[config.mk]
export PLATFORM = sky130hd
export DESIGN_NAME = irs_div
export DESIGN_NICKNAME = d
export VERILOG_FILES = /design/src/rtl/image_resize_to_argb1555_defines.svh /design/src/rtl/irs_pkg.sv /design/src/rtl/irs_div.sv
export SDC_FILE = /design/constraint.sdc
export NUM_CORES = 1
export LEC_CHECK = 0
export ABC_AREA = 1
export BUFFER_PORTS_ARGS = -buffer_cell sky130_fd_sc_hd__buf_2
export CORE_MARGIN = 5
export CORE_UTILIZATION = 39
export DETAILED_ROUTE_END_ITERATION = 12
export GPL_TIMING_DRIVEN = 0
export PLACE_DENSITY = 0.69
export SLEW_MARGIN = 20
export SYNTH_ARGS = -nofsm -noshare
export SYNTH_HDL_FRONTEND = slang
export SYNTH_SLANG_ARGS = --single-unit
[constraint.sdc]
create_clock -name clk -period 2.1 [get_ports clk]
set_input_delay 0.42 -clock clk [delete_from_list [all_inputs] [get_ports clk]]
set_output_delay 0.42 -clock clk [all_outputs]
set_load 0.03 [all_outputs]
[src/rtl/image_resize_to_argb1555_defines.svh]
// assertion macros for the image scaler
`ifndef IMAGE_RESIZE_TO_ARGB1555_DEFINES_SVH
`define IMAGE_RESIZE_TO_ARGB1555_DEFINES_SVH

`ifndef SYNTHESIS
`define IRS_ASSERT_NOW(label, clk, rst_n, cond, conseq) \
    label: assert property (@(posedge clk) disable iff (!rst_n) (cond) |-> (conseq)) \
        else $error("image scaler check failed");
`define IRS_ASSERT_NEXT(label, clk, rst_n, cond, conseq) \
    label: assert property (@(posedge clk) disable iff (!rst_n) (cond) |=> (conseq)) \
        else $error("image scaler check failed");
`else
`define IRS_ASSERT_NOW(label, clk, rst_n, cond, conseq)
`define IRS_ASSERT_NEXT(label, clk, rst_n, cond, conseq)
`endif

`endif

[src/rtl/irs_pkg.sv]
package irs_pkg;

    localparam int DIM_W = 9;
    localparam int COL_W = 8;
    localparam int Q_W = 17;
    localparam int NUM_W = 26;
    localparam int SUM_W = 24;
    localparam int W_W = 17;
    localparam int PIX_W = 24;

    typedef enum logic [2:0] {
        REG_SRC_WIDTH  = 3'd0,
        REG_SRC_HEIGHT = 3'd1,
        REG_DST_HEIGHT = 3'd2,
        REG_FIRST_COL  = 3'd3,
        REG_END_COL    = 3'd4
    } reg_idx_t;

    typedef enum logic [2:0] {
        ST_IDLE,
        ST_MUL,
        ST_DIV,
        ST_READ,
        ST_ACC
    } state_t;

    typedef struct packed {
        logic             start;
        logic [NUM_W-1:0] num;
        logic [DIM_W-1:0] den;
    } div_req_t;

    function automatic logic [15:0] pack_1555(input logic [PIX_W-1:0] t);
        pack_1555 = {1'b1, t[23:19], t[15:11], t[7:3]};
    endfunction

endpackage

[src/rtl/irs_div.sv]
module irs_div
(
    input  logic                         clk,
    input  logic                         rst_n,
    input  irs_pkg::div_req_t            req,
    output logic                         done,
    output logic [irs_pkg::Q_W-1:0]      quo
);

    logic                          run_reg, run_next;
    logic                          done_reg, done_next;
    logic [4:0]                    cnt_reg, cnt_next;
    logic [irs_pkg::DIM_W-1:0]     rem_reg, rem_next;
    logic [irs_pkg::Q_W-1:0]       num_reg, num_next;
    logic [irs_pkg::Q_W-1:0]       quo_reg, quo_next;
    logic [irs_pkg::DIM_W:0]       trial;
    logic [irs_pkg::DIM_W:0]       den_ext;
    logic [irs_pkg::DIM_W-1:0]     den_reg, den_next;

    assign trial   = {rem_reg, num_reg[irs_pkg::Q_W-1]};
    assign den_ext = {1'b0, den_reg};

    always_comb
    begin
        run_next  = run_reg;
        done_next = 1'b0;
        cnt_next  = cnt_reg;
        rem_next  = rem_reg;
        num_next  = num_reg;
        quo_next  = quo_reg;
        den_next  = den_reg;
        if (req.start)
        begin
            // quotient fits in Q_W bits, so the top slice is already below den
            run_next = 1'b1;
            cnt_next = '0;
            rem_next = req.num[irs_pkg::NUM_W-1:irs_pkg::Q_W];
            num_next = req.num[irs_pkg::Q_W-1:0];
            den_next = req.den;
        end
        else if (run_reg)
        begin
            if (trial >= den_ext)
            begin
                rem_next = irs_pkg::DIM_W'(trial - den_ext);
                quo_next = {quo_reg[irs_pkg::Q_W-2:0], 1'b1};
            end
            else
            begin
                rem_next = trial[irs_pkg::DIM_W-1:0];
                quo_next = {quo_reg[irs_pkg::Q_W-2:0], 1'b0};
            end
            num_next = {num_reg[irs_pkg::Q_W-2:0], 1'b0};
            cnt_next = cnt_reg + 5'd1;
            if (cnt_reg == 5'(irs_pkg::Q_W - 1))
            begin
                run_next  = 1'b0;
                done_next = 1'b1;
            end
        end
    end

    always_ff @(posedge clk or negedge rst_n)
    begin
        if (!rst_n)
        begin
            run_reg  <= 1'b0;
            done_reg <= 1'b0;
            cnt_reg  <= '0;
        end
        else
        begin
            run_reg  <= run_next;
            done_reg <= done_next;
            cnt_reg  <= cnt_next;
        end
    end

    always_ff @(posedge clk)
    begin
        rem_reg <= rem_next;
        num_reg <= num_next;
        quo_reg <= quo_next;
        den_reg <= den_next;
    end

    assign done = done_reg;
    assign quo  = quo_reg;

endmodule

==> reports/qor.tcl, run 1 <==
set qor(timing.fmax_mhz) 515
set qor(number_of_global_route_vias_before_repair) 2112
set qor(cts_tree) {done}
set qor(post-route-period-util_pct) 92.4
set qor(critPathCaptureType) {flop}
set qor(yosys_most_used_dff) {sky130_fd_sc_hd__edfxtp_1}
set qor(netlist.top_cell.by_area) {sky130_fd_sc_hd__edfxtp_1}
set qor(vias_per_cell) 4.62
set qor(h-tree-depth) 3
set qor(num_io_pins) 56
set qor(part_of_the_total_power_dissipated_in_sequential_elements_pct) 38.4
set qor(setup_violations) 0
set qor(clkSinkCount) 59
set qor(post_detailed_placement_half_perimeter_wirelength_um) 4390
set qor(worstPathRequired_ns) 2.20
set qor(synthToLayoutAreaGrowth_pct) 22.0
set qor(yosys.cell_types.count) 31
set qor(total_negative_slack_ns) 0
set qor(min_period_ns) 1.94
set qor(hold_path_class) {in2reg}
set qor(die_x_um) 97.0
set qor(clock-skew-final_ns) 0.00766
set qor(grt_first_pass_wirelength_um) 10000
set qor(final_layout_size_suffix_gt1_share_pct) 29.4
set qor(max-clock-path-buffers) 2
set qor(initial_core_util_pct) 40.4
set qor(floorplan.die.height_um) 97.0
set qor(cp_max_fo) 10
set qor(final-hold-violation-count) 0
set qor(cts.clk_slew.worst_paths_ns) 0.07
set qor(routabilityCongestion) 0.894
set qor(wl_per_cell_um) 13.1
set qor(critPathSlowestCell) {sky130_fd_sc_hd__edfxtp_1}
set qor(run_status) {completed}
set qor(peak_per_stage_delay_on_the_critical_path_ns) 0.36
set qor(place.port_buffers) 55
set qor(clock_latency_ns) 0.34
set qor(proportion_of_power_drawn_by_combinational_gates_pct) 32.3
set qor(diodes) 0
set qor(synth-seq-area-share_pct) 58.9
set qor(cellInternalPower_mw) 2.62
set qor(finalWirelength_um) 6020
set qor(yosysWarningCount) 0
set qor(fin_util_pct) 49.3
set qor(syn-cell-area_mm2) 0.00295
set qor(pwr-share-clk_pct) 29.2
set qor(slew-limit-headroom_pct) 38.7
set qor(die_area_mm2) 0.00940
set qor(synthTopCellsByArea) {sky130_fd_sc_hd__edfxtp_1 (53%), sky130_fd_sc_hd__nand2_1 (13%), sky130_fd_sc_hd__dfrtp_1 (5.9%)}
set qor(synthCells) 288
set qor(p_per_area_mw_per_mm2) 1110
set qor(nNetsFinal) 405
set qor(syn-mean-instance-area_um2) 10.2
set qor(synthTopCellsByCount) {sky130_fd_sc_hd__nand2_1 (101), sky130_fd_sc_hd__edfxtp_1 (52), sky130_fd_sc_hd__inv_1 (31), sky130_fd_sc_hd__nand2_2 (15), sky130_fd_sc_hd__nand3_1 (15)}
set qor(cts_buf_count) 9
set qor(postSynthRegisterBits) 59
set qor(crit_family) {simple AND/OR/NAND/NOR gates}
set qor(placeableCoreArea_mm2) 0.00729
set qor(sw_frac_of_total_pct) 34.1
set qor(detail_route.iter0.violations) 89
set qor(route.antenna.remaining_nets) 0
set qor(cts_post_setup_buffers_inserted) 0
set qor(total_power_mw) 3.98
set qor(setup.worst_path.class) {reg2reg}
set qor(arrival_ns) 2.04
set qor(grt_antenna_before_repair) 0
set qor(netSwitchingPower_mw) 1.36
set qor(p_leak_nw) 1.70
set qor(timing.critical_path.cells) {inv_1 -> ha_1 -> inv_1 -> fa_2 -> nand2_1 -> nand2_2 -> nand3_4 -> nand2_4 -> nand2_8 -> nand3b_1 -> nand3_1 -> nand2_1}
set qor(timing.final.max_slew_violations) 0
set qor(post_synth_arst_share_pct) 11.9
set qor(worst_pin_slew_ns) 0.919
set qor(yosysMostFrequentCell) {sky130_fd_sc_hd__nand2_1}
set qor(critical_path_buf_inv_count) 2
set qor(synth.top_cell.area_share_pct) 52.9
set qor(drc) 0
set qor(setup_repair_after_global_routing_missed_its_margin) {false}
set qor(maximum_number_of_pins_on_one_net_before_global_route_repair) 29
set qor(start_kind) {flop}
set qor(syn_nets) 338
set qor(grtUsageTotal_pct) 13.3
set qor(synth_enable_flop_cells) 52
set qor(cts_root_buf) {sky130_fd_sc_hd__clkbuf_8}
set qor(drt_first_pass_iters) 4
set qor(globalRouteOverflowTotal) 0
set qor(maxCapViolations) 0
set qor(rows) 31
set qor(detailroute.via_count) 2120
set qor(power.ir.vdd_worst_v) 0.000481
-- cells by family (layout without fill, tap and decap cells) --
logic type,count (synthesis),after routing,share of synthesized area [%]
simple gates,166,166,28.3
xor+xnor,3,3,0.891
buf+inv,39,111,5.05
flops,59,59,58.9
fa+ha+maj,12,12,5.35
compound gates,9,9,1.53
-- cell usage in the layout (no fill, tap or decap), types with 2 or more instances in the layout --
| master | Yosys | final |
|---|---|---|
| sky130_fd_sc_hd__ha_1 | 11 | 11 |
| sky130_fd_sc_hd__nand3_1 | 15 | 15 |
| sky130_fd_sc_hd__inv_2 | 3 | 3 |
| sky130_fd_sc_hd__nor2_1 | 7 | 6 |
| sky130_fd_sc_hd__nand3b_1 | 9 | 9 |
| sky130_fd_sc_hd__clkbuf_1 | 2 | 2 |
| sky130_fd_sc_hd__clkbuf_8 | 0 | 9 |
| sky130_fd_sc_hd__nor2_4 | 2 | 2 |
| sky130_fd_sc_hd__inv_1 | 31 | 31 |
| sky130_fd_sc_hd__nand2_8 | 1 | 2 |
| sky130_fd_sc_hd__nand2_1 | 101 | 100 |
| sky130_fd_sc_hd__bufinv_16 | 0 | 2 |
| sky130_fd_sc_hd__inv_6 | 0 | 2 |
| sky130_fd_sc_hd__dfrtp_1 | 7 | 7 |
| sky130_fd_sc_hd__o21ai_0 | 3 | 3 |
| sky130_fd_sc_hd__nand3_2 | 2 | 2 |
| sky130_fd_sc_hd__edfxtp_1 | 52 | 52 |
| sky130_fd_sc_hd__nand2_2 | 15 | 16 |
| sky130_fd_sc_hd__xnor2_1 | 2 | 2 |
| sky130_fd_sc_hd__buf_2 | 2 | 57 |
| sky130_fd_sc_hd__clkinv_4 | 0 | 2 |
| sky130_fd_sc_hd__nor3_1 | 4 | 4 |
| sky130_fd_sc_hd__a21oi_1 | 6 | 6 |
-- layer usage --
layer / part of all wire, % / global-route usage [%] / vias up
li1: - / - / 1075
met2: 49 / 22.0 / 37
met3: 3.2 / 3.96 / 6
met5: 0 / 0 / -
met1: 47 / 16.6 / 1002
met4: 1.2 / 4.54 / 0
-- power groups by stage --
stage	clock network [mW]	logic (mW)	registers (mW)
after floorplan	0	0.963	1.59
after global placement	0	1.24	1.55
after detailed placement	0	1.27	1.55
after CTS	1.19	1.28	1.53
after global routing	1.25	1.44	1.55
final	1.16	1.29	1.53
-- through the flow --
| stage | instances | setup WS, ns | hold slack [ns] | instance area, µm² |
|---|---|---|---|---|
| global route | 459 | 0.0255 | 0.228 | 3600 |
| global placement | 442 | -0.0825 | 0.263 | 3350 |
| finish | 459 | 0.160 | 0.250 | 3600 |
| detailed placement | 442 | -0.138 | 0.264 | 3350 |
| CTS | 459 | 0.0569 | 0.231 | 3580 |
| floorplan | 288 | 0.240 | 0.124 | 2950 |
-- path summary, 6_finish.rpt --
path	from	to	slack (ns)	cells past startpoint
max	num_reg[16]$_DFFE_PP_	rem_reg[1]$_DFFE_PP_	0.16	12
min	req[6]	den_reg[6]$_DFFE_PP_	0.25	1
max reg2reg	num_reg[16]$_DFFE_PP_	rem_reg[1]$_DFFE_PP_	0.16	12
min reg2reg	quo[1]$_DFFE_PP_	quo[2]$_DFFE_PP_	0.45	0
max in group asynchronous	rst_n	cnt_reg[3]$_DFFE_PN0P_	1.50	2
min in group asynchronous	rst_n	done$_DFF_PN0_	0.44	2
-- final cells by class --
cell class                 count  area [µm²]
fill                         713        3690
buffer                         5        21.3
clock inverter                 7         100
timing repair buffer          56         285
inverter                      34         128
sequential                    59        1740
multi-input combinational    190        1080
clock buffer                   9         124
tap                           99         124
-- repair_timing --
action,4_1_cts,5_1_grt
resized for setup,0,2
endpoints found under the setup margin,0,9
endpoints found under the hold margin,7,0
hold buffers,1,0
Note: power is estimated with default switching activity, not from simulation.
==> inputs of run 2 (changes only) <==
- REMOVE_ABC_BUFFERS: default -> 1
==> run 2 against run 1 <==
Compared with the run above: via count shrank 0.42%; core utilization is essentially flat; clock power is essentially flat; global-route usage shrank 0.38 points; setup slack lost 0.023 ns; die area is the same; total power grew 0.25%; critical path type unchanged; largest cell class unchanged.
==> reports/qor.tcl, run 2 (synthesized netlist as in run 1, its figures left out) <==
set qor(p_leak_nw) 1.70 ;# about the same
set qor(clock_latency_ns) 0.33 ;# about the same
set qor(globalRouteOverflowTotal) 0 ;# unchanged
set qor(final_layout_size_suffix_gt1_share_pct) 29.5 ;# +0.050 points
set qor(worst_pin_slew_ns) 0.905 ;# -0.0140 ns
set qor(cp_max_fo) 10 ;# unchanged
set qor(routabilityCongestion) 0.810 ;# -9.3%
set qor(reg2reg_setup_slack_ns) 0.14 ;# -0.02 ns
set qor(post-route-period-util_pct) 93.5 ;# +1.1 points
set qor(route.antenna.remaining_nets) 0 ;# unchanged
set qor(place.port_buffers) 55 ;# unchanged
set qor(rows) 31 ;# unchanged
set qor(clock-skew-final_ns) 0.00775 ;# +0.0000957 ns
set qor(finalWirelength_um) 5840 ;# -3.0%
set qor(layout_commonest_cell) {sky130_fd_sc_hd__nand2_1}
set qor(initial_core_util_pct) 40.4 ;# unchanged
set qor(total_negative_slack_ns) 0 ;# unchanged
set qor(maxCapViolations) 0 ;# unchanged
set qor(fill_cells) 705 ;# -1.1%
set qor(floorplan.die.height_um) 97.0 ;# unchanged
set qor(stdcell_count) 455 ;# -0.87%
set qor(nNetsFinal) 401 ;# -0.99%
set qor(fin_util_pct) 49.3 ;# about the same
set qor(wl_per_cell_um) 12.8 ;# -2.2%
set qor(slew-limit-headroom_pct) 39.6 ;# +0.93 points
set qor(placed_cells) 437 ;# -1.1%
set qor(grtUsageTotal_pct) 12.9 ;# -0.38 points
set qor(final-hold-violation-count) 0 ;# unchanged
set qor(power.ir.vdd_worst_v) 0.000582 ;# +21%
set qor(vias_per_cell) 4.64 ;# +0.45%
set qor(placeableCoreArea_mm2) 0.00729 ;# unchanged
set qor(arrival_ns) 2.05 ;# about the same
set qor(min_period_ns) 1.96 ;# +0.0226 ns
set qor(critPathCaptureType) {flop}
set qor(drc) 0 ;# unchanged
set qor(final.setup.worst_slack_ns) 0.137 ;# -0.0226 ns
set qor(grt_antenna_before_repair) 0 ;# unchanged
set qor(preCtsSetupSlack_ns) -0.472 ;# -0.334 ns
set qor(worstPathRequired_ns) 2.19 ;# about the same
set qor(drt_first_pass_iters) 4 ;# unchanged
set qor(cts_post_setup_buffers_inserted) 0 ;# unchanged
set qor(num_io_pins) 56 ;# unchanged
set qor(post_detailed_placement_half_perimeter_wirelength_um) 3990 ;# -9.2%
set qor(detailroute.via_count) 2111 ;# -0.42%
set qor(p_per_area_mw_per_mm2) 1110 ;# +0.29%
set qor(setup_repair_after_global_routing_missed_its_margin) {false}
set qor(diodes) 0 ;# unchanged
set qor(start_kind) {flop}
set qor(h-tree-depth) 3 ;# unchanged
set qor(max-clock-path-buffers) 2 ;# unchanged
set qor(cts_root_buf) {sky130_fd_sc_hd__clkbuf_8}
set qor(grt_first_pass_wirelength_um) 9870 ;# -1.3%
set qor(hold-worst-slack_ns) 0.257 ;# +0.00705 ns
set qor(setup_violations) 0 ;# unchanged
set qor(synthToLayoutAreaGrowth_pct) 22.0 ;# about the same
set qor(timing.fmax_mhz) 509 ;# -1.1%
set qor(maximum_number_of_pins_on_one_net_before_global_route_repair) 41 ;# +41%
set qor(cts_buf_count) 9 ;# unchanged
set qor(setup.worst_path.class) {reg2reg}
set qor(detail_route.iter0.violations) 104 ;# +17%
set qor(final_cell_mix) {sky130_fd_sc_hd__nand2_1 (100), sky130_fd_sc_hd__buf_2 (55), sky130_fd_sc_hd__edfxtp_1 (52)}
set qor(clkSinkCount) 59 ;# unchanged
set qor(number_of_global_route_vias_before_repair) 2176 ;# +3.0%
set qor(cts_tree) {done}
set qor(die_x_um) 97.0 ;# unchanged
set qor(run_status) {completed}
set qor(timing.final.max_slew_violations) 0 ;# unchanged
set qor(cts.clk_slew.worst_paths_ns) 0.07 ;# about the same
set qor(die_area_mm2) 0.00940 ;# unchanged
set qor(hold_path_class) {in2reg}
-- run 2: cell count changes in the layout (fill, tap and decap cells not counted), sizes merged --
cell      delta
clkbuf       -1
clkinv       -2
nand2        +1
clkinvlp     +2
buf          -3
inv          -1
-- run 2: layout make-up --
type / count / area (µm²) / area share, %
clock buffer: 10 / 128 / 3.55
clock inverter: 6 / 88.8 / 2.47
inverter: 34 / 128 / 3.55
multi-input combinational: 191 / 1110 / 30.8
sequential: 59 / 1740 / 48.3
tap: 99 / 124 / 3.44
timing repair buffer: 56 / 285 / 7.93
-- run 2: layer usage --
metal	routed length, µm	GRT usage [%]
met2	2920	21.4
met5	0	0
met1	2590	15.3
met4	82	6.16
met3	242	3.81
-- run 2: final timing paths --
kind                                 startpoint  depth (start not counted)                     end
max in group asynchronous                 rst_n                          2  cnt_reg[2]$_DFFE_PN0P_
max                        den_reg[0]$_DFFE_PP_                         12    rem_reg[2]$_DFFE_PP_
min in group asynchronous                 rst_n                          2  cnt_reg[0]$_DFFE_PN0P_
max reg2reg                den_reg[0]$_DFFE_PP_                         12    rem_reg[2]$_DFFE_PP_
min                                      req[7]                          1    den_reg[7]$_DFFE_PP_
min reg2reg                    quo[3]$_DFFE_PP_                          0        quo[4]$_DFFE_PP_
-- run 2: what timing repair did --
| action | in CTS | in global routing |
|---|---|---|
| resized for setup | 1 | 4 |
| endpoints found under the setup margin | 28 | 9 |
| gates cloned | 0 | 1 |
| hold buffers | 1 | 0 |
| endpoints found under the hold margin | 7 | 0 |
-- run 2: critical path: stages, from the launching register on --
cell and delay [ns]:
sky130_fd_sc_hd__edfxtp_1 0.38, sky130_fd_sc_hd__ha_1 0.18, sky130_fd_sc_hd__inv_1 0.11, sky130_fd_sc_hd__fa_2 0.23, sky130_fd_sc_hd__nand2_1 0.07, sky130_fd_sc_hd__nand2_2 0.11
sky130_fd_sc_hd__nand3_4 0.08, sky130_fd_sc_hd__nand2_4 0.11, sky130_fd_sc_hd__nand2_8 0.09, sky130_fd_sc_hd__nand2_8 0.14, sky130_fd_sc_hd__nand2_2 0.05, sky130_fd_sc_hd__nand3_1 0.09
sky130_fd_sc_hd__nand2_1 0.06
-- run 2: power by group --
part / internal, mW / switching (mW) / leakage [nW]
sequential: 1.46 / 0.0730 / 0.628
combinational: 0.492 / 0.829 / 0.970
clock: 0.670 / 0.464 / 0.103
-- run 2: through the flow --
step	power, mW	cell area [µm²]
finish	3.99	3600
global route	4.26	3600
CTS	3.97	3560
detailed placement	2.82	3330
global placement	2.78	3330
floorplan	2.55	2930
==> inputs of run 3 (changes only) <==
- ABC_AREA: 1 -> default
- HOLD_SLACK_MARGIN: default -> 0.1
==> run 3 against run 2 <==
Compared with the run above: the run now ends with negative setup slack left; core utilization increased by 1.9 points; die area down 5.2%; cell count fell by 19%; sequential cell count unchanged; critical path type unchanged; clock skew increased by 0.0031 ns; cell area down 2.2%; global-route usage shrank 0.083 points; clock power decreased by 11%.
==> reports/qor.tcl, run 3 <==
set qor(layout_commonest_cell) {sky130_fd_sc_hd__buf_2}
set qor(setup_violations) 9 ;# +9
set qor(post-route-period-util_pct) 110 ;# +16 points
set qor(r2r.worst_path.cells) 7 ;# -5
set qor(maxCapViolations) 0 ;# unchanged
set qor(start_kind) {flop}
set qor(hold_path_end) {den_reg[3]$_DFFE_PP_}
set qor(pwr-share-clk_pct) 23.8 ;# -4.6 points
set qor(hold_depth) 1 ;# unchanged
set qor(h-tree-depth) 3 ;# unchanged
set qor(setup.worst_path.class) {reg2reg}
set qor(timing.fmax_mhz) 435 ;# -15%
set qor(run_status) {complete, but fails checks}
set qor(clock_latency_ns) 0.34 ;# about the same
set qor(post_detailed_placement_half_perimeter_wirelength_um) 3470 ;# -13%
set qor(die_x_um) 94.4 ;# -2.6%
set qor(final.setup.worst_slack_ns) -0.200 ;# -0.337 ns
set qor(timing.critical_path.cells) {ha_1 -> nand4_1 -> o21ai_4 -> a21oi_4 -> buf_4 -> o211a_1 -> a311o_1}
set qor(cellInternalPower_mw) 2.82 ;# +7.6%
set qor(die_area_mm2) 0.00892 ;# -5.2%
set qor(netlist.top_cell.by_area) {sky130_fd_sc_hd__edfxtp_1}
set qor(total_negative_slack_ns) -1.34 ;# -1.34 ns
set qor(hp-start) {req[3]}
set qor(hold_path_class) {in2reg}
set qor(critPathCaptureType) {flop}
set qor(setup_repair_after_global_routing_missed_its_margin) {true}
set qor(clkSinkCount) 59 ;# unchanged
set qor(floorplan.die.height_um) 94.4 ;# -2.6%
set qor(final_layout_size_suffix_gt1_share_pct) 43.2 ;# +14 points
set qor(post_synth_arst_share_pct) 11.9 ;# unchanged
set qor(num_io_pins) 56 ;# unchanged
set qor(drt_first_pass_iters) 4 ;# unchanged
set qor(maximum_number_of_pins_on_one_net_before_global_route_repair) 46 ;# +12%
set qor(worstPathRequired_ns) 2.19 ;# about the same
set qor(cp_num_cells) 7 ;# -5
set qor(cts_root_buf) {sky130_fd_sc_hd__clkbuf_8}
set qor(fin_util_pct) 51.2 ;# +1.9 points
set qor(drc) 0 ;# unchanged
set qor(timing.final.max_slew_violations) 0 ;# unchanged
set qor(arrival_ns) 2.39 ;# +0.34 ns
set qor(grtUsageTotal_pct) 12.8 ;# -0.083 points
set qor(sw_frac_of_total_pct) 33.3 ;# -0.99 points
set qor(fill_cells) 610 ;# -13%
set qor(worst_pin_slew_ns) 0.905 ;# +0.0000560 ns
set qor(critical_path_buf_inv_count) 1 ;# unchanged
set qor(power.ir.vdd_worst_v) 0.000568 ;# -2.5%
set qor(yosys.cell_types.count) 44 ;# +42%
set qor(netSwitchingPower_mw) 1.41 ;# +2.9%
set qor(detail_route.iter0.violations) 94 ;# -9.6%
set qor(rows) 30 ;# -3.2%
set qor(hold-worst-slack_ns) 0.249 ;# -0.00832 ns
set qor(crit-reg2reg-launch) {rem_reg[1]$_DFFE_PP_}
set qor(number_of_global_route_vias_before_repair) 1869 ;# -14%
set qor(cts_tree) {done}
set qor(max-clock-path-buffers) 2 ;# unchanged
set qor(postSynthRegisterBits) 59 ;# unchanged
set qor(slew-limit-headroom_pct) 39.7 ;# +0.061 points
set qor(yosysMostFrequentCell) {sky130_fd_sc_hd__edfxtp_1}
set qor(finalWirelength_um) 5290 ;# -9.3%
set qor(grt_first_pass_wirelength_um) 8550 ;# -13%
set qor(initial_core_util_pct) 40.5 ;# about the same
set qor(route.antenna.remaining_nets) 0 ;# unchanged
set qor(part_of_the_total_power_dissipated_in_sequential_elements_pct) 37.9 ;# -0.6 points
set qor(synthTopCellsByArea) {sky130_fd_sc_hd__edfxtp_1 (56%), sky130_fd_sc_hd__mux2_2 (6.5%), sky130_fd_sc_hd__dfrtp_1 (6.3%)}
set qor(yosys_most_used_dff) {sky130_fd_sc_hd__edfxtp_1}
set qor(synthToLayoutAreaGrowth_pct) 26.5
set qor(syn-mean-instance-area_um2) 13.9 ;# +36%
set qor(place.port_buffers) 55 ;# unchanged
set qor(peak_per_stage_delay_on_the_critical_path_ns) 0.43 ;# +0.05 ns
set qor(final-hold-violation-count) 0 ;# unchanged
set qor(synth_enable_flop_cells) 52 ;# unchanged
set qor(vias_per_cell) 4.85 ;# +4.6%
set qor(final_cell_mix) {sky130_fd_sc_hd__buf_2 (55), sky130_fd_sc_hd__edfxtp_1 (52), sky130_fd_sc_hd__mux2_2 (16)}
set qor(crit_start) {rem_reg[1]$_DFFE_PP_}
set qor(routabilityCongestion) 0.840 ;# +3.7%
set qor(reg2reg_setup_slack_ns) -0.20 ;# -0.34 ns
set qor(synth.top_cell.area_share_pct) 56.2 ;# +3.2 points
set qor(crit_family) {compound AO/OA/AOI/OAI gates}
set qor(nNetsFinal) 318 ;# -21%
set qor(synth-seq-area-share_pct) 62.5 ;# +3.6 points
set qor(cts.clk_slew.worst_paths_ns) 0.07 ;# about the same
set qor(critPathSlowestCell) {sky130_fd_sc_hd__ha_1}
set qor(p_leak_nw) 1.43 ;# -16%
set qor(detailroute.via_count) 1791 ;# -15%
set qor(cp_max_fo) 6 ;# -4
set qor(cts_buf_count) 9 ;# unchanged
set qor(synthCells) 200 ;# -31%
set qor(syn-cell-area_mm2) 0.00278 ;# -5.7%
set qor(synthTopCellsByCount) {sky130_fd_sc_hd__edfxtp_1 (52), sky130_fd_sc_hd__mux2_2 (16), sky130_fd_sc_hd__inv_1 (15), sky130_fd_sc_hd__ha_1 (11), sky130_fd_sc_hd__nand2_1 (10)}
set qor(proportion_of_power_drawn_by_combinational_gates_pct) 38.3 ;# +5.2 points
set qor(wl_per_cell_um) 14.3 ;# +12%
set qor(p_per_area_mw_per_mm2) 1200 ;# +8.4%
set qor(grt_antenna_before_repair) 0 ;# unchanged
set qor(diodes) 0 ;# unchanged
set qor(critical_path.reg2reg.endpoint) {rem_reg[3]$_DFFE_PP_}
set qor(placeableCoreArea_mm2) 0.00687 ;# -5.8%
set qor(total_power_mw) 4.23 ;# +6.0%
set qor(clock-skew-final_ns) 0.0109 ;# +0.00312 ns
set qor(failed_checks) {negative setup slack}
set qor(min_period_ns) 2.30 ;# +0.337 ns
set qor(yosysWarningCount) 0 ;# unchanged
set qor(globalRouteOverflowTotal) 0 ;# unchanged
[run 3: kinds of logic after synthesis]
group | count (synthesis) | share of synthesized area [%]
flip-flops | 59 | 62.5
AND/OR/NAND/NOR | 43 | 8.37
AO/OA/AOI/OAI | 39 | 11.0
buffers and inverters | 21 | 2.84
multiplexers | 17 | 6.84
adder cells (fa/ha/maj) | 12 | 5.67
XOR/XNOR | 9 | 2.84
[run 3: per-layer routing]
layer / vias to the layer above / wire length, µm / global-route usage, %
met2: 49 / 2530 / 19.9
met4: 0 / 93 / 5.78
met1: 839 / 2350 / 15.6
li1: 892 / - / -
met5: - / 0 / 0
met3: 11 / 323 / 5.50
[run 3: through the flow]
step	worst slack (ns)	area (µm²)	instances
floorplan	-0.203	2760	194
global placement	-0.464	3150	345
detailed placement	-0.469	3160	345
CTS	-0.215	3460	369
global route	-0.303	3520	369
finish	-0.200	3520	369
[run 3: area by class of cell]
type	instances	area (µm²)	share of cell area [%]
Tap cell	96	120	3.42
Sequential cell	59	1740	49.4
Clock inverter	4	51.3	1.46
Multi-Input combinational cell	120	1060	30.1
Clock buffer	12	145	4.13
Inverter	15	56.3	1.60
Timing Repair Buffer	63	349	9.93
[run 3: worst max-delay path by stage]
stage | to | slack, ns
floorplan | rem_reg[3]$_DFFE_PP_ | -0.20
global placement | rem_reg[3]$_DFFE_PP_ | -0.46
detailed placement | rem_reg[3]$_DFFE_PP_ | -0.47
CTS | rem_reg[3]$_DFFE_PP_ | -0.22
global route | rem_reg[5]$_DFFE_PP_ | -0.30
finish | rem_reg[3]$_DFFE_PP_ | -0.20
[run 3: power groups by stage]
stage	logic [mW]	registers [mW]	clock network, mW
final	1.62	1.60	1.01
after global routing	1.78	1.63	1.11
after CTS	1.49	1.60	1.05
after detailed placement	1.26	1.62	0
after global placement	1.23	1.61	0
after floorplan	0.916	1.67	0
[run 3: timing repair]
action,CTS,global route
hold endpoints to repair,7,0
endpoints found under the setup margin,10,10
hold buffers,1,0
pin swaps,13,9
setup buffers,7,0
resized for setup,13,11
